### src/rtl/core/assert_macros.svh
// assertion macros shared by the descriptor ring rtl
// the enclosing module supplies clk_i and rst_ni
`ifndef ASSERT_MACROS_SVH
`define ASSERT_MACROS_SVH
`ifndef SYNTHESIS
`define ABDR_ASSERT(lbl, prop) \
  lbl: assert property (@(posedge clk_i) disable iff (!rst_ni) (prop)) \
    else $error("abdr assertion failed");
`define ABDR_ASSERT_NEXT(lbl, pre, post) \
  lbl: assert property (@(posedge clk_i) disable iff (!rst_ni) (pre) |=> (post)) \
    else $error("abdr assertion failed");
`else
`define ABDR_ASSERT(lbl, prop)
`define ABDR_ASSERT_NEXT(lbl, pre, post)
`endif
`endif

### src/rtl/core/abdr_pkg.sv
// types, codes and helper functions of the audio block descriptor ring
// used by every module of the block, no dependencies
package abdr_pkg;

  localparam int SLOTS = 16;
  localparam int IdxW  = (SLOTS > 1) ? $clog2(SLOTS) : 1;
  localparam int CntW  = $clog2(SLOTS + 1);
  localparam int NumReports = 9;
  localparam int RepW  = $clog2(NumReports);

  typedef logic [IdxW-1:0] idx_t;
  typedef logic [CntW-1:0] cnt_t;
  typedef logic [RepW-1:0] rep_idx_t;

  // function codes
  localparam logic [2:0] FUNC_PUSH    = 3'd0;
  localparam logic [2:0] FUNC_PEEK    = 3'd1;
  localparam logic [2:0] FUNC_CONSUME = 3'd2;
  localparam logic [2:0] FUNC_CLOSE   = 3'd3;
  localparam logic [2:0] FUNC_CLEAR   = 3'd4;
  localparam logic [2:0] FUNC_SNAP    = 3'd5;

  // result status codes
  localparam logic [2:0] ST_OK        = 3'd0;
  localparam logic [2:0] ST_CLOSED    = 3'd1;
  localparam logic [2:0] ST_INVALID   = 3'd2;
  localparam logic [2:0] ST_TOO_LARGE = 3'd3;
  localparam logic [2:0] ST_FULL      = 3'd4;
  localparam logic [2:0] ST_EMPTY     = 3'd5;
  localparam logic [2:0] ST_REFUSED   = 3'd6;

  // configuration register indexes
  localparam logic [1:0] REG_SLOTS     = 2'd0;
  localparam logic [1:0] REG_MAX_BYTES = 2'd1;

  localparam logic [RepW-1:0] REP_LAST = RepW'(NumReports - 1);

  typedef struct packed {
    logic [2:0]  func;
    logic        block_ok;
    logic [15:0] frame_count;
    logic [20:0] byte_size;
    logic [8:0]  frame_bytes;
    logic [47:0] start_position;
    logic [31:0] buffer_tag;
    logic [31:0] render_tag;
    logic        end_flag;
    logic [15:0] take_frames;
  } item_t;

  typedef struct packed {
    logic [2:0]  status;
    logic        last;
    logic [3:0]  slot_index;
    logic [15:0] frames_left;
    logic [23:0] byte_offset;
    logic [23:0] bytes_left;
    logic [47:0] front_position;
    logic [8:0]  front_frame_bytes;
    logic [31:0] front_buffer_tag;
    logic [31:0] front_render_tag;
    logic        front_end;
    logic [31:0] report_value;
  } res_t;

  typedef struct packed {
    cnt_t        eff_slots;
    cnt_t        used;
    logic [20:0] max_bytes;
    logic [31:0] queued;
    logic [31:0] pushed;
    logic [31:0] retired;
    logic [31:0] full_rejects;
    logic [31:0] over_rejects;
    logic        closed;
  } snap_t;

  typedef struct packed {
    logic        valid;
    logic [1:0]  index;
    logic [20:0] data;
  } cfg_wr_t;

  function automatic logic [31:0] sat_inc(logic [31:0] v, logic [31:0] amt);
    logic [32:0] sum;
    sum = {1'b0, v} + {1'b0, amt};
    return sum[32] ? 32'hFFFF_FFFF : sum[31:0];
  endfunction

  function automatic logic [23:0] sat24(logic [24:0] p);
    return p[24] ? 24'hFF_FFFF : p[23:0];
  endfunction

  // slots_in_use clamped to one .. SLOTS
  function automatic cnt_t eff_slots(logic [4:0] s);
    cnt_t e;
    if (s == 5'd0) begin
      e = cnt_t'(1);
    end else if (32'(s) > 32'(SLOTS)) begin
      e = cnt_t'(SLOTS);
    end else begin
      e = cnt_t'(s);
    end
    return e;
  endfunction

  function automatic idx_t advance(idx_t i, cnt_t e);
    cnt_t n;
    n = cnt_t'(i) + cnt_t'(1);
    return (n >= e) ? '0 : idx_t'(n);
  endfunction

endpackage

### src/rtl/core/audio_block_descriptor_ring_core.sv
// top level of the audio block descriptor ring: input register, ring control
// and result register; depends on abdr_pkg, abdr_ring_ctrl, abdr_out_stage
//
// channel   direction  handshake                      payload
// s_axis    in         s_axis_tvalid/s_axis_tready    tuser func, tdata descriptor
// m_axis    out        m_axis_tvalid/m_axis_tready    tuser status, tlast, tdata result
// cfg       in         cfg_valid_i/cfg_ready_o        cfg_index_i, cfg_data_i
//
// an item waits in the input register until it fires, then its result is
// registered in the result register. push, peek, consume, close and clear run
// at one item per cycle unless m_axis stalls or a snapshot drains; a snapshot
// holds the ring while the result register emits its nine reports. m_axis stalls
// back up through the result register into the input register. reset clears
// pointers and counters, sets config defaults; slot storage needs no clearing pass.
module audio_block_descriptor_ring_core (
  input  logic         clk_i,
  input  logic         rst_ni,
  input  logic         s_axis_tvalid,
  output logic         s_axis_tready,
  // block_ok, frame_count, byte_size, frame_bytes, start_position,
  // buffer_tag, render_tag, end_flag, take_frames
  input  logic [175:0] s_axis_tdata,
  // func
  input  logic [2:0]   s_axis_tuser,
  output logic         m_axis_tvalid,
  input  logic         m_axis_tready,
  // slot_index, frames_left, byte_offset, bytes_left, front_position,
  // front_frame_bytes, front_buffer_tag, front_render_tag, front_end,
  // report_value, zero fill
  output logic [223:0] m_axis_tdata,
  // status
  output logic [2:0]   m_axis_tuser,
  output logic         m_axis_tlast,
  input  logic         cfg_valid_i,
  output logic         cfg_ready_o,
  input  logic [1:0]   cfg_index_i,
  input  logic [20:0]  cfg_data_i
);

  logic              in_vld_q, in_vld_d;
  abdr_pkg::item_t   item_q, item_d;
  logic              fire, s_acc;
  abdr_pkg::res_t    res, out_res;
  abdr_pkg::snap_t   snap;
  abdr_pkg::cfg_wr_t cfg_wr;

  assign cfg_ready_o   = 1'b1;
  assign cfg_wr.valid  = cfg_valid_i;
  assign cfg_wr.index  = cfg_index_i;
  assign cfg_wr.data   = cfg_data_i;

  assign s_axis_tready = !in_vld_q || fire;
  assign s_acc         = s_axis_tvalid && s_axis_tready;

  always_comb begin
    item_d.func           = s_axis_tuser;
    item_d.block_ok       = s_axis_tdata[0];
    item_d.frame_count    = s_axis_tdata[16:1];
    item_d.byte_size      = s_axis_tdata[37:17];
    item_d.frame_bytes    = s_axis_tdata[46:38];
    item_d.start_position = s_axis_tdata[94:47];
    item_d.buffer_tag     = s_axis_tdata[126:95];
    item_d.render_tag     = s_axis_tdata[158:127];
    item_d.end_flag       = s_axis_tdata[159];
    item_d.take_frames    = s_axis_tdata[175:160];
    in_vld_d = s_acc ? 1'b1 : (fire ? 1'b0 : in_vld_q);
  end

  always_ff @(posedge clk_i or negedge rst_ni) begin
    if (!rst_ni) begin
      in_vld_q <= 1'b0;
    end else begin
      in_vld_q <= in_vld_d;
    end
  end

  always_ff @(posedge clk_i) begin
    if (s_acc) begin
      item_q <= item_d;
    end
  end

  abdr_ring_ctrl u_ctrl (
    .clk_i  (clk_i),
    .rst_ni (rst_ni),
    .cfg_i  (cfg_wr),
    .item_i (item_q),
    .fire_i (fire),
    .res_o  (res),
    .snap_o (snap)
  );

  abdr_out_stage u_out (
    .clk_i       (clk_i),
    .rst_ni      (rst_ni),
    .in_vld_i    (in_vld_q),
    .func_i      (item_q.func),
    .res_i       (res),
    .snap_i      (snap),
    .out_ready_i (m_axis_tready),
    .fire_o      (fire),
    .out_vld_o   (m_axis_tvalid),
    .out_o       (out_res)
  );

  assign m_axis_tuser = out_res.status;
  assign m_axis_tlast = out_res.last;
  assign m_axis_tdata = {2'b00,
                         out_res.report_value,
                         out_res.front_end,
                         out_res.front_render_tag,
                         out_res.front_buffer_tag,
                         out_res.front_frame_bytes,
                         out_res.front_position,
                         out_res.bytes_left,
                         out_res.byte_offset,
                         out_res.frames_left,
                         out_res.slot_index};

endmodule

### src/rtl/core/abdr_ring_ctrl.sv
// ring pointers, counters, slot descriptor storage and per-item decision logic
// depends on abdr_pkg and assert_macros.svh
`include "assert_macros.svh"

module abdr_ring_ctrl (
  input  logic              clk_i,
  input  logic              rst_ni,
  input  abdr_pkg::cfg_wr_t cfg_i,
  input  abdr_pkg::item_t   item_i,
  input  logic              fire_i,
  output abdr_pkg::res_t    res_o,
  output abdr_pkg::snap_t   snap_o
);

  logic [4:0]  slots_cfg_q;
  logic [20:0] max_bytes_q;

  abdr_pkg::idx_t head_q, head_d, tail_q, tail_d;
  abdr_pkg::cnt_t used_q, used_d, eff;
  logic           closed_q, closed_d;
  logic [31:0]    pushed_q, pushed_d, retired_q, retired_d;
  logic [31:0]    full_rej_q, full_rej_d, over_rej_q, over_rej_d;
  logic [31:0]    queued_q, queued_d;

  logic [15:0] slot_frames_q [abdr_pkg::SLOTS];
  logic [15:0] slot_done_q   [abdr_pkg::SLOTS];
  logic [8:0]  slot_fbytes_q [abdr_pkg::SLOTS];
  logic [47:0] slot_pos_q    [abdr_pkg::SLOTS];
  logic [31:0] slot_btag_q   [abdr_pkg::SLOTS];
  logic [31:0] slot_rtag_q   [abdr_pkg::SLOTS];
  logic        slot_end_q    [abdr_pkg::SLOTS];

  logic        push_we, cons_we;
  logic [15:0] h_frames, h_done, h_left, new_done;
  logic [8:0]  h_fb;
  logic [24:0] off_prod, left_prod;

  assign eff      = abdr_pkg::eff_slots(slots_cfg_q);
  assign h_frames = slot_frames_q[head_q];
  assign h_done   = slot_done_q[head_q];
  assign h_fb     = slot_fbytes_q[head_q];
  assign h_left   = h_frames - h_done;
  assign new_done = h_done + item_i.take_frames;
  assign off_prod  = 25'(h_done) * 25'(h_fb);
  assign left_prod = 25'(h_left) * 25'(h_fb);

  always_comb begin
    head_d     = head_q;
    tail_d     = tail_q;
    used_d     = used_q;
    closed_d   = closed_q;
    pushed_d   = pushed_q;
    retired_d  = retired_q;
    full_rej_d = full_rej_q;
    over_rej_d = over_rej_q;
    queued_d   = queued_q;
    push_we    = 1'b0;
    cons_we    = 1'b0;
    res_o      = '0;
    res_o.last = 1'b1;
    unique case (item_i.func)
      abdr_pkg::FUNC_PUSH: begin
        if (closed_q) begin
          res_o.status = abdr_pkg::ST_CLOSED;
        end else if (!item_i.block_ok) begin
          res_o.status = abdr_pkg::ST_INVALID;
        end else if (item_i.byte_size > max_bytes_q) begin
          over_rej_d   = abdr_pkg::sat_inc(over_rej_q, 32'd1);
          res_o.status = abdr_pkg::ST_TOO_LARGE;
        end else if (used_q >= eff) begin
          full_rej_d   = abdr_pkg::sat_inc(full_rej_q, 32'd1);
          res_o.status = abdr_pkg::ST_FULL;
        end else begin
          push_we          = 1'b1;
          pushed_d         = abdr_pkg::sat_inc(pushed_q, 32'd1);
          queued_d         = abdr_pkg::sat_inc(queued_q, 32'(item_i.frame_count));
          tail_d           = abdr_pkg::advance(tail_q, eff);
          used_d           = used_q + abdr_pkg::cnt_t'(1);
          res_o.slot_index = 4'(tail_q);
        end
      end
      abdr_pkg::FUNC_PEEK: begin
        if (used_q == '0) begin
          res_o.status = abdr_pkg::ST_EMPTY;
        end else begin
          res_o.slot_index        = 4'(head_q);
          res_o.frames_left       = h_left;
          res_o.byte_offset       = abdr_pkg::sat24(off_prod);
          res_o.bytes_left        = abdr_pkg::sat24(left_prod);
          res_o.front_position    = slot_pos_q[head_q] + 48'(h_done);
          res_o.front_frame_bytes = h_fb;
          res_o.front_buffer_tag  = slot_btag_q[head_q];
          res_o.front_render_tag  = slot_rtag_q[head_q];
          res_o.front_end         = slot_end_q[head_q];
        end
      end
      abdr_pkg::FUNC_CONSUME: begin
        if (used_q == '0) begin
          res_o.status = abdr_pkg::ST_EMPTY;
        end else if (item_i.take_frames == 16'd0 || item_i.take_frames > h_left) begin
          res_o.status = abdr_pkg::ST_REFUSED;
        end else begin
          cons_we          = 1'b1;
          queued_d         = (32'(item_i.take_frames) > queued_q) ? 32'd0 :
                             queued_q - 32'(item_i.take_frames);
          res_o.slot_index = 4'(head_q);
          // front block exhausted: free its slot
          if (new_done == h_frames) begin
            retired_d = abdr_pkg::sat_inc(retired_q, 32'd1);
            head_d    = abdr_pkg::advance(head_q, eff);
            used_d    = used_q - abdr_pkg::cnt_t'(1);
          end
        end
      end
      abdr_pkg::FUNC_CLOSE: begin
        closed_d = 1'b1;
      end
      abdr_pkg::FUNC_CLEAR: begin
        head_d     = '0;
        tail_d     = '0;
        used_d     = '0;
        closed_d   = 1'b0;
        pushed_d   = '0;
        retired_d  = '0;
        full_rej_d = '0;
        over_rej_d = '0;
        queued_d   = '0;
      end
      default: begin
      end
    endcase
  end

  always_ff @(posedge clk_i or negedge rst_ni) begin
    if (!rst_ni) begin
      slots_cfg_q <= 5'd16;
      max_bytes_q <= 21'd4096;
    end else if (cfg_i.valid) begin
      unique case (cfg_i.index)
        abdr_pkg::REG_SLOTS:     slots_cfg_q <= cfg_i.data[4:0];
        abdr_pkg::REG_MAX_BYTES: max_bytes_q <= cfg_i.data;
        default: begin
        end
      endcase
    end
  end

  always_ff @(posedge clk_i or negedge rst_ni) begin
    if (!rst_ni) begin
      head_q     <= '0;
      tail_q     <= '0;
      used_q     <= '0;
      closed_q   <= 1'b0;
      pushed_q   <= '0;
      retired_q  <= '0;
      full_rej_q <= '0;
      over_rej_q <= '0;
      queued_q   <= '0;
    end else if (fire_i) begin
      head_q     <= head_d;
      tail_q     <= tail_d;
      used_q     <= used_d;
      closed_q   <= closed_d;
      pushed_q   <= pushed_d;
      retired_q  <= retired_d;
      full_rej_q <= full_rej_d;
      over_rej_q <= over_rej_d;
      queued_q   <= queued_d;
    end
  end

  always_ff @(posedge clk_i) begin
    if (fire_i && push_we) begin
      slot_frames_q[tail_q] <= item_i.frame_count;
      slot_done_q[tail_q]   <= 16'd0;
      slot_fbytes_q[tail_q] <= item_i.frame_bytes;
      slot_pos_q[tail_q]    <= item_i.start_position;
      slot_btag_q[tail_q]   <= item_i.buffer_tag;
      slot_rtag_q[tail_q]   <= item_i.render_tag;
      slot_end_q[tail_q]    <= item_i.end_flag;
    end else if (fire_i && cons_we) begin
      slot_done_q[head_q] <= new_done;
    end
  end

  always_comb begin
    snap_o.eff_slots    = eff;
    snap_o.used         = (used_q > eff) ? eff : used_q;
    snap_o.max_bytes    = max_bytes_q;
    snap_o.queued       = queued_q;
    snap_o.pushed       = pushed_q;
    snap_o.retired      = retired_q;
    snap_o.full_rejects = full_rej_q;
    snap_o.over_rejects = over_rej_q;
    snap_o.closed       = closed_q;
  end

  `ABDR_ASSERT(a_used_bound, used_q <= abdr_pkg::cnt_t'(abdr_pkg::SLOTS))
  `ABDR_ASSERT_NEXT(a_closed_push_keeps_ring, fire_i && item_i.func == abdr_pkg::FUNC_PUSH && closed_q, $stable(used_q) && $stable(tail_q))

endmodule

### src/rtl/core/abdr_out_stage.sv
// result register and snapshot report sequencer
// depends on abdr_pkg and assert_macros.svh
`include "assert_macros.svh"

module abdr_out_stage (
  input  logic            clk_i,
  input  logic            rst_ni,
  input  logic            in_vld_i,
  input  logic [2:0]      func_i,
  input  abdr_pkg::res_t  res_i,
  input  abdr_pkg::snap_t snap_i,
  input  logic            out_ready_i,
  output logic            fire_o,
  output logic            out_vld_o,
  output abdr_pkg::res_t  out_o
);

  logic               out_vld_q, out_vld_d;
  abdr_pkg::res_t     out_q, out_d;
  logic               snap_act_q, snap_act_d;
  abdr_pkg::rep_idx_t snap_idx_q, snap_idx_d;
  logic               out_free;

  function automatic logic [31:0] report(abdr_pkg::snap_t s, abdr_pkg::rep_idx_t k);
    logic [31:0] v;
    unique case (k)
      abdr_pkg::RepW'(0): v = 32'(s.eff_slots);
      abdr_pkg::RepW'(1): v = 32'(s.used);
      abdr_pkg::RepW'(2): v = 32'(s.max_bytes);
      abdr_pkg::RepW'(3): v = s.queued;
      abdr_pkg::RepW'(4): v = s.pushed;
      abdr_pkg::RepW'(5): v = s.retired;
      abdr_pkg::RepW'(6): v = s.full_rejects;
      abdr_pkg::RepW'(7): v = s.over_rejects;
      abdr_pkg::RepW'(8): v = 32'(s.closed);
      default:            v = 32'd0;
    endcase
    return v;
  endfunction

  assign out_free = !out_vld_q || out_ready_i;
  // the ring holds still while snapshot reports drain
  assign fire_o   = in_vld_i && out_free && !snap_act_q;

  always_comb begin
    out_vld_d  = out_vld_q && !out_ready_i;
    out_d      = out_q;
    snap_act_d = snap_act_q;
    snap_idx_d = snap_idx_q;
    if (snap_act_q && out_free) begin
      out_vld_d          = 1'b1;
      out_d              = '0;
      out_d.report_value = report(snap_i, snap_idx_q);
      out_d.last         = (snap_idx_q == abdr_pkg::REP_LAST);
      if (snap_idx_q == abdr_pkg::REP_LAST) begin
        snap_act_d = 1'b0;
      end else begin
        snap_idx_d = snap_idx_q + abdr_pkg::rep_idx_t'(1);
      end
    end else if (fire_o) begin
      case (func_i) inside
        abdr_pkg::FUNC_SNAP: begin
          out_vld_d          = 1'b1;
          out_d              = '0;
          out_d.report_value = report(snap_i, '0);
          snap_act_d         = 1'b1;
          snap_idx_d         = abdr_pkg::rep_idx_t'(1);
        end
        abdr_pkg::FUNC_PUSH, abdr_pkg::FUNC_PEEK, abdr_pkg::FUNC_CONSUME,
        abdr_pkg::FUNC_CLOSE, abdr_pkg::FUNC_CLEAR: begin
          out_vld_d = 1'b1;
          out_d     = res_i;
        end
        default: begin
        end
      endcase
    end
  end

  always_ff @(posedge clk_i or negedge rst_ni) begin
    if (!rst_ni) begin
      out_vld_q  <= 1'b0;
      snap_act_q <= 1'b0;
      snap_idx_q <= '0;
    end else begin
      out_vld_q  <= out_vld_d;
      snap_act_q <= snap_act_d;
      snap_idx_q <= snap_idx_d;
    end
  end

  always_ff @(posedge clk_i) begin
    out_q <= out_d;
  end

  assign out_vld_o = out_vld_q;
  assign out_o     = out_q;

  `ABDR_ASSERT(a_snap_shows_report, snap_act_q |-> out_vld_q && !out_q.last)
  `ABDR_ASSERT(a_snap_idx_nonzero, snap_act_q |-> snap_idx_q != '0)

endmodule
### config.mk
export PLATFORM = sky130hd
export DESIGN_NAME = audio_block_descriptor_ring_core
export DESIGN_NICKNAME = d
export VERILOG_FILES = /design/src/rtl/core/abdr_pkg.sv /design/src/rtl/core/audio_block_descriptor_ring_core.sv /design/src/rtl/core/abdr_ring_ctrl.sv /design/src/rtl/core/abdr_out_stage.sv
export VERILOG_INCLUDE_DIRS = /design/src /design/src/rtl/core
export SDC_FILE = /design/constraint.sdc
export NUM_CORES = 2
export LEC_CHECK = 0
export BUFFER_PORTS_ARGS = -buffer_cell sky130_fd_sc_hd__buf_2
export CORE_UTILIZATION = 55
export CTS_BUF_LIST = sky130_fd_sc_hd__clkbuf_4
export CTS_CLUSTER_SIZE = 12
export DETAILED_ROUTE_END_ITERATION = 10
export PLACE_DENSITY = 0.72
export RECOVER_POWER = 100
export SYNTH_ARGS = -nofsm -noshare
export SYNTH_HDL_FRONTEND = slang
export SYNTH_SLANG_ARGS = --single-unit
### constraint.sdc
create_clock -name clk_i -period 11.6 [get_ports clk_i]
set_clock_uncertainty 0.05 [all_clocks]
set_input_delay 1.16 -clock clk_i [delete_from_list [all_inputs] [get_ports clk_i]]
set_output_delay 1.16 -clock clk_i [all_outputs]
set_load 0.01 [all_outputs]
== Word-level counts from Yosys, hierarchy flattened ==
Memory sizes are Yosys's and may differ from the RTL's.
Index checks and enable logic that the tools add are counted.
Storage, ports and cells
  register bits: 612
  memory bits (writable): 2464
  input bits: 207
  output and inout bits: 231
  memories: 7
Cells by class
  $add $sub $neg: 14
  multiply operators: 2
  magnitude comparators: 8
  eq/ne operators: 26
  multiplexer cells: 108
  reduce and logical (&&, ||, !) cells: 44
Memory list
  u_ctrl.slot_pos_q: words 16, width 48, read ports 1, clocked after memory_dff 0, write ports 1, RTL line abdr_ring_ctrl.sv:28  | logic [47:0] slot_pos_q [abdr_pkg::SLOTS];
  u_ctrl.slot_btag_q: words 16, width 32, read ports 1, clocked after memory_dff 0, write ports 1, RTL line abdr_ring_ctrl.sv:29  | logic [31:0] slot_btag_q [abdr_pkg::SLOTS];
  u_ctrl.slot_rtag_q: words 16, width 32, read ports 1, clocked after memory_dff 0, write ports 1, RTL line abdr_ring_ctrl.sv:30  | logic [31:0] slot_rtag_q [abdr_pkg::SLOTS];
  u_ctrl.slot_done_q: words 16, width 16, read ports 1, clocked after memory_dff 0, write ports 1, RTL line abdr_ring_ctrl.sv:26  | logic [15:0] slot_done_q [abdr_pkg::SLOTS];
  u_ctrl.slot_frames_q: words 16, width 16, read ports 1, clocked after memory_dff 0, write ports 1, RTL line abdr_ring_ctrl.sv:25  | logic [15:0] slot_frames_q [abdr_pkg::SLOTS];
  u_ctrl.slot_fbytes_q: words 16, width 9, read ports 1, clocked after memory_dff 0, write ports 1, RTL line abdr_ring_ctrl.sv:27  | logic [8:0] slot_fbytes_q [abdr_pkg::SLOTS];
  1 more memories
Operators with widths (number)
  $mux 32: 26
  $mux 226: 2
  $mux 223: 2
  $pmux 32 s9: 1
  $pmux 32 s2: 4
  $mux 190: 1
  $mux 186: 1
  $add 32x1->33 const B: 4
  $pmux 32 s3: 1
  $mux 4: 20
  $mul 16x9->25: 2
  $mux 5: 10
  $add 48x16->48: 1
  $mux 24: 2
  $add 32x16->33: 1
  $gt 16x32->1: 1
  $sub 32x16->32: 1
  $mux 1: 24
  $gt 21x21->1: 1
  $mux 3: 7
  $add 16x16->16: 1
  $eq 16x16->1: 1
  $eq 4x3->1 const B: 4
  $gt 16x16->1: 1
  41 further kinds: 83

== Longest topological paths before layout ==
  word-level depth: 14
  gate-level depth with buffers: 46
  gate-level depth less buffers: 34

== Hierarchy ==
From an unflattened synthesis, not the netlist that was laid out.
Second synthesis, totals
  cell total of the unflattened synthesis: 7936
  area, all modules: 134328.8 um^2
By module, submodules not included
  abdr_ring_ctrl: times used 1, cells each 7035, area an instance 120155.2 um^2
  abdr_out_stage: times used 1, cells each 713, area an instance 8714.6 um^2
  audio_block_descriptor_ring_core: times used 1, cells each 188, area an instance 5459.0 um^2

== Worst setup path after synthesis ==
No wires, ideal clock.
  path kind: flip-flop to flip-flop
  start: register u_ctrl.head_q[0]
  end: register u_out.out_q, in the netlist u_out.out_o[161]
  setup time: 0.059 ns
  arrival: 9.879 ns
  slack: 1.612 ns
  cell stages (with the launch flop): 45
  cell sequence: dfrtp_1 buf_6 buf_6 buf_6 buf_6 buf_6 buf_6 buf_4 buf_4 buf_4 buf_4 mux4_2 mux4_2 buf_2 inv_1 ha_1 a21o_1 or3_1 [... 9 more ...] inv_1 fa_1 fa_1 inv_1 fa_1 inv_1 ha_1 a21o_1 a21oi_1 nand2_1 a21o_1 a211o_1 a31o_2 a21oi_1 xnor2_1 clkbuf_1 o21ai_0 nand2_1
Between the ends
  word-level cells in the longest chain between the ends: 8
RTL lines
  start: declaration: RTL line abdr_ring_ctrl.sv:18  | abdr_pkg::idx_t head_q, head_d, tail_q, tail_d;
  start signal: assignment: RTL line abdr_ring_ctrl.sv:150  | head_q <= '0;
  start signal: assignment: RTL line abdr_ring_ctrl.sv:160  | head_q <= head_d;
  $mem_v2 16x16 (on tied branches)
  $sub 16x16->16: RTL line abdr_ring_ctrl.sv:42  | assign h_left = h_frames - h_done;
  $mul 16x9->25 *: RTL line abdr_ring_ctrl.sv:45  | assign left_prod = 25'(h_left) * 25'(h_fb);
  $mux 24 *: RTL line abdr_pkg.sv:91  | return p[24] ? 24'hFF_FFFF : p[23:0];
  $mux 190 *: RTL line abdr_ring_ctrl.sv:83  | if (used_q == '0) begin
  $mux 186 *: RTL line abdr_ring_ctrl.sv:61  | unique case (item_i.func)
  $mux 226 * (2 in a row): RTL line abdr_out_stage.sv:61  | case (func_i) inside
  end signal: assignment: RTL line abdr_out_stage.sv:93  | out_q <= out_d;
  end: declaration: RTL line abdr_out_stage.sv:19  | abdr_pkg::res_t out_q, out_d;
Every way passes the cells marked *; elsewhere a longest branch is shown, timed or not. The select of a mux whose other input is x is not followed.
A chain may end at the register's enable or synchronous reset.

== Worst setup path after layout ==
  start: register u_ctrl.max_bytes_q[18]
  end: memory u_ctrl.slot_pos_q[15][0] (enable)
Between the ends
  word-level cells in the longest chain between the ends: 8
RTL lines
  start: declaration: RTL line abdr_ring_ctrl.sv:16  | logic [20:0] max_bytes_q;
  start signal: assignment: RTL line abdr_ring_ctrl.sv:141  | abdr_pkg::REG_MAX_BYTES: max_bytes_q <= cfg_i.data;
  $gt 21x21->1: RTL line abdr_ring_ctrl.sv:67  | end else if (item_i.byte_size > max_bytes_q) begin
  $mux 1: RTL line abdr_ring_ctrl.sv:67
  $mux 1: RTL line abdr_ring_ctrl.sv:65  | end else if (!item_i.block_ok) begin
  $mux 1: RTL line abdr_ring_ctrl.sv:63  | if (closed_q) begin
  $mux 1: RTL line abdr_ring_ctrl.sv:61
  $logic_and 1x1->1: RTL line abdr_ring_ctrl.sv:173  | if (fire_i && push_we) begin
  $mux 1: RTL line abdr_ring_ctrl.sv:173
  $mux 1 (not written as such): RTL line abdr_ring_ctrl.sv:177  | slot_pos_q[tail_q] <= item_i.start_position;
  end: declaration: RTL line abdr_ring_ctrl.sv:28
No other way between the ends.

==> metrics.log <==
[metrics] result of the run: finished, violations left
[metrics] failing checks: max-capacitance violations, max-slew violations
[metrics] vertical die dimension: 493.3 µm
[metrics] Cell Area, Synth: 132800 µm²
[metrics] unrepaired setup endpoints after global routing: no
[metrics] I/O pins: 438
[metrics] xor and xnor area share after synthesis: between 1 and 1.5%
[metrics] signed area change from the synthesized netlist to the final layout: 12.42%
[metrics] total number of H-tree levels: 6
[metrics] slew margin rel.: -286.2%
[metrics] Worst R2R Start: u_ctrl.max_bytes_q[18]$_DFFE_PN0P_
[metrics] final instance area: ~150000 µm²
[metrics] longest individual stage delay on the worst path: 3.36 ns
[metrics] warning count from the yosys run: 0
[metrics] Synth Instances: approximately 7800
[metrics] DRT iter0 DRCs: 8789
[metrics] number of CTS-inserted buffers: 762
[metrics] Slowest-stage cell, CP: sky130_fd_sc_hd__and2_0
[metrics] type of element capturing the critical path: flop
[metrics] count of endpoints failing hold in the final timing report: 0
[metrics] worst skew pair latency: 1.47 ns
[metrics] count of TritonRoute iterations in the first routing pass: 7
[metrics] max-cap check violation count: just under 70
[metrics] Synth area leaders: sky130_fd_sc_hd__edfxtp_1 (61%), sky130_fd_sc_hd__mux4_2 (13%), sky130_fd_sc_hd__dfrtp_1 (3.9%), sky130_fd_sc_hd__fa_1 (3.1%), sky130_fd_sc_hd__dfxtp_1 (2.9%)
[metrics] type of the worst setup path: reg -> reg
[metrics] CP dominant cell by count: sky130_fd_sc_hd__clkbuf_1
[metrics] post-layout net count: 9570
[metrics] register area: around 89000 µm²
[metrics] family with the most delay on the worst path: buffers and inverters
[metrics] pin count of the biggest net entering global routing: 159
[metrics] number of unique standard cell types used by synthesis: about 100
[metrics] Slew @ Worst Pin: approximately 5.8 ns
[metrics] WP data arrival: roughly 12 ns
[metrics] TritonCTS sink count: 3076
[metrics] Reg2Reg Setup Slack: 0.52 ns
[metrics] DRC: 0
[metrics] TritonCTS clock tree: built
[metrics] Post-Route M1 WL: 136.7 mm
[metrics] number of buffers and inverters on the critical path: 5
[metrics] fraction of the mapped netlist area in adder cells: 5.221%
[metrics] compound-cell area share of the yosys netlist: 5.883%
[metrics] GRT overflow: 0
[metrics] via count of the first global-routing pass: 78843
[metrics] multiplexer share of the synthesized area: 13.28%
[metrics] share of Yosys cell area claimed by the top area cell type: 60.52%
[metrics] required time reported for the critical path endpoint: 12.54 ns
[metrics] start point of the worst hold path: cfg_index_i[1]
[metrics] number of cell instances on the worst register-to-register path: 15
[metrics] min cycle time layout: around 11 ns
[metrics] total negative slack: 0 ns
[metrics] topmost layer with routed signal wires: met5
[metrics] clock-pin slew on the worst setup and hold paths: 0.08 ns
[metrics] DP HPWL: 197.0 mm
[metrics] Min-Delay Path Class: in -> reg
[metrics] initial antenna violation count: 28
[metrics] number of pins with negative max-slew slack in the final report: 3285
[metrics] overall die width: between 400 and 500 µm
[metrics] final count of negative-setup-slack endpoints: 0
[metrics] minimum setup slack in the final design: 0.5237 ns
[metrics] destination of the worst hold path: u_ctrl.slots_cfg_q[4]$_DFFE_PN1P_
[metrics] total met2 wirelength after detailed routing: 165.2 mm
[metrics] worst reg2reg path endpoint: u_ctrl.slot_pos_q[15][0]$_DFFE_PP_
[metrics] initial core utilization: 55.25%
[metrics] number of buffers on the longest clock path: 4
[metrics] final clock period utilization by the worst path: 95.49%
[metrics] met3 WL post-DR: 32.68 mm
[metrics] Cells on Worst Hold Path: 5
[metrics] total wirelength of the detailed-routed design: 345.7 mm
[metrics] area share of and/or/nand/nor cells after synthesis: 4.678%
[metrics] combinational family with the most area after synthesis: multiplexers
[metrics] post_cts resized: 0
[metrics] Antenna Violating Nets Remaining: 0
[metrics] mean post-synth cell area: around 17 µm²
[metrics] placer congestion estimate: 0.9190
[metrics] floorplan die area: 243400 µm²
[metrics] maximum fanout count along the critical path: 37
[metrics] sequential cell area fraction in the yosys report: 67.34%
[metrics] Highest Clock Rate: about 0.09 GHz
[metrics] Via Count: 78938
[metrics] count of input and output buffers: ~430
[metrics] Wirelength per Cell: 27.19 µm
[metrics] area taken by multi-input logic gates: 40070 µm²
[metrics] area inside the core boundary: approximately 240000 µm²
[metrics] share of flip-flops with an asynchronous set or reset: 6.730%
[metrics] Clock Root Buffer: sky130_fd_sc_hd__clkbuf_4
[metrics] prevailing post-synth register cell: sky130_fd_sc_hd__edfxtp_1
[metrics] cell type contributing the most total cell area after synthesis: sky130_fd_sc_hd__edfxtp_1
[metrics] total of flip-flops plus latches after synthesis: between 3000 and 4000
[metrics] Setup WS pre-CTS: 1.350 ns
[metrics] vias per inst: 6.207
[metrics] Worst Setup Start Kind: flop
[metrics] number of flops mapped to enable cells by yosys: 2676
[metrics] proportion of layout cells with a drive suffix above 1: 23.65%
[metrics] critical path, cell by cell: inv_1, ha_1, a21o_1, a21o_1, a21oi_1, o21ai_0, a211o_1, o221ai_1, clkbuf_1, nand3_1, nor3_1, clkbuf_1, and2_0, clkbuf_1, buf_4
[metrics] row count: 180
[metrics] instance area after placement: roughly 140000 µm²
[metrics] wire length of the first global-routing pass: 505.1 mm
[metrics] Global Route Usage Sum: 28.29%
[metrics] number of fill cells in the layout: 17467
-- worst max path at each step --
stage               slack, ns                                  to  depth (start not counted)                          startpoint
floorplan                1.61       u_out.out_o[161]$_SDFFE_PP0P_                         44        u_ctrl.head_q[0]$_DFFE_PN0P_
global placement         1.55       u_out.out_o[154]$_SDFFE_PP0P_                         30        u_ctrl.head_q[1]$_DFFE_PN0P_
detailed placement       1.35       u_out.out_o[154]$_SDFFE_PP0P_                         30        u_ctrl.head_q[1]$_DFFE_PN0P_
CTS                      1.31       u_out.out_o[165]$_SDFFE_PP0P_                         30        u_ctrl.head_q[1]$_DFFE_PN0P_
global route             0.38  u_ctrl.slot_pos_q[15][0]$_DFFE_PP_                         15  u_ctrl.max_bytes_q[18]$_DFFE_PN0P_
finish                   0.52  u_ctrl.slot_pos_q[15][0]$_DFFE_PP_                         15  u_ctrl.max_bytes_q[18]$_DFFE_PN0P_
-- sequential cells by signal, summed over array words and instances (netlist names), 32 cells and up --
signal	flops
u_ctrl.slot_btag_q	512
u_ctrl.slot_done_q	256
u_ctrl.pushed_q	32
u_ctrl.over_rej_q	32
u_ctrl.full_rej_q	32
u_out.out_o	226
u_ctrl.slot_fbytes_q	144
item_q	179
u_ctrl.slot_pos_q	768
u_ctrl.queued_q	32
u_ctrl.slot_frames_q	256
u_ctrl.slot_rtag_q	512
u_ctrl.retired_q	32
-- what timing repair did --
action,4_1_cts,5_1_grt
endpoints found under the setup margin,0,0
hold buffers,203,0
buffers inserted,0,0
hold endpoints to repair,296,0
-- Yosys cell counts, types with 39 or more instances --
cell type and instances:
sky130_fd_sc_hd__a21oi_1 280, sky130_fd_sc_hd__nand2_1 549, sky130_fd_sc_hd__nand3_1 131, sky130_fd_sc_hd__nand2b_1 44, sky130_fd_sc_hd__inv_1 374, sky130_fd_sc_hd__ha_1 226
sky130_fd_sc_hd__fa_1 204, sky130_fd_sc_hd__a22o_1 80, sky130_fd_sc_hd__o21ai_0 255, sky130_fd_sc_hd__edfxtp_1 2676, sky130_fd_sc_hd__nor2_1 366, sky130_fd_sc_hd__dfrtp_1 205
sky130_fd_sc_hd__dfxtp_1 193, sky130_fd_sc_hd__a21o_1 66, sky130_fd_sc_hd__and2_1 40, sky130_fd_sc_hd__clkbuf_1 234, sky130_fd_sc_hd__and3_1 48, sky130_fd_sc_hd__nor3_1 47
sky130_fd_sc_hd__a31oi_1 88, sky130_fd_sc_hd__buf_2 80, sky130_fd_sc_hd__xor2_1 57, sky130_fd_sc_hd__xnor2_1 93, sky130_fd_sc_hd__buf_4 39, sky130_fd_sc_hd__a22oi_1 92
sky130_fd_sc_hd__mux4_2 755
-- metal layers --
metal  up-vias  track usage, %
met5         -               0
met4        20           9.875
met3       659           6.010
met2      4367           44.65
met1     40495           39.39
li1      33397               -
-- cells in the final DEF (no fill, tap or decap), types with 204 or more instances in the layout --
master and count:
sky130_fd_sc_hd__edfxtp_1 2676, sky130_fd_sc_hd__fa_1 204, sky130_fd_sc_hd__inv_1 374, sky130_fd_sc_hd__a21oi_1 276, sky130_fd_sc_hd__nand2_1 548, sky130_fd_sc_hd__nor2_1 360, sky130_fd_sc_hd__ha_1 226, sky130_fd_sc_hd__mux4_2 755
sky130_fd_sc_hd__clkbuf_1 370, sky130_fd_sc_hd__o21ai_0 256, sky130_fd_sc_hd__clkbuf_4 1158
-- cell type report --
type / instances / share of cell area [%]
sequential: 3076 / 59.90
clock buffer: 1156 / 5.814
inverter: 377 / 0.9531
timing repair buffer: 768 / 3.081
multi-input combinational: 3948 / 26.85
antenna: 17 / 0.02850
clock inverter: 190 / 0.7016
tap: 3185 / 2.670
-- kinds of logic (layout without fill, tap and decap cells) --
kind of cell    Yosys count  count (layout)
xor+xnor                155             155
simple gates           1376            1376
fa+ha+maj               432             432
flops                  3076            3076
mux                     809             809
compound gates         1173            1173
buf+inv                 776            2491
other cells               2              20
-- through the flow --
step	util, %	hold slack [ns]	cells
after floorplan	-	0.4125	7800
after global placement	57.64	0.3729	11151
after detailed placement	57.64	0.3797	11151
after CTS	62.53	0.05190	12700
after global routing	62.11	0.1267	12710
final	62.11	0.1902	12717
-- worst register-to-register path: cells and delay by family, from the launching register on --
kind	cells	cell delay [ns]
buffers and inverters	5	5.03
and+or+nand+nor	3	3.71
AOI/OAI and AO/OA	6	1.16
DFF	1	0.39
adders and majority gates	1	0.29
Power is left out: the tool's default activity adds up to more than one toggle a clock period on the data nets, which glitch-free logic cannot reach.
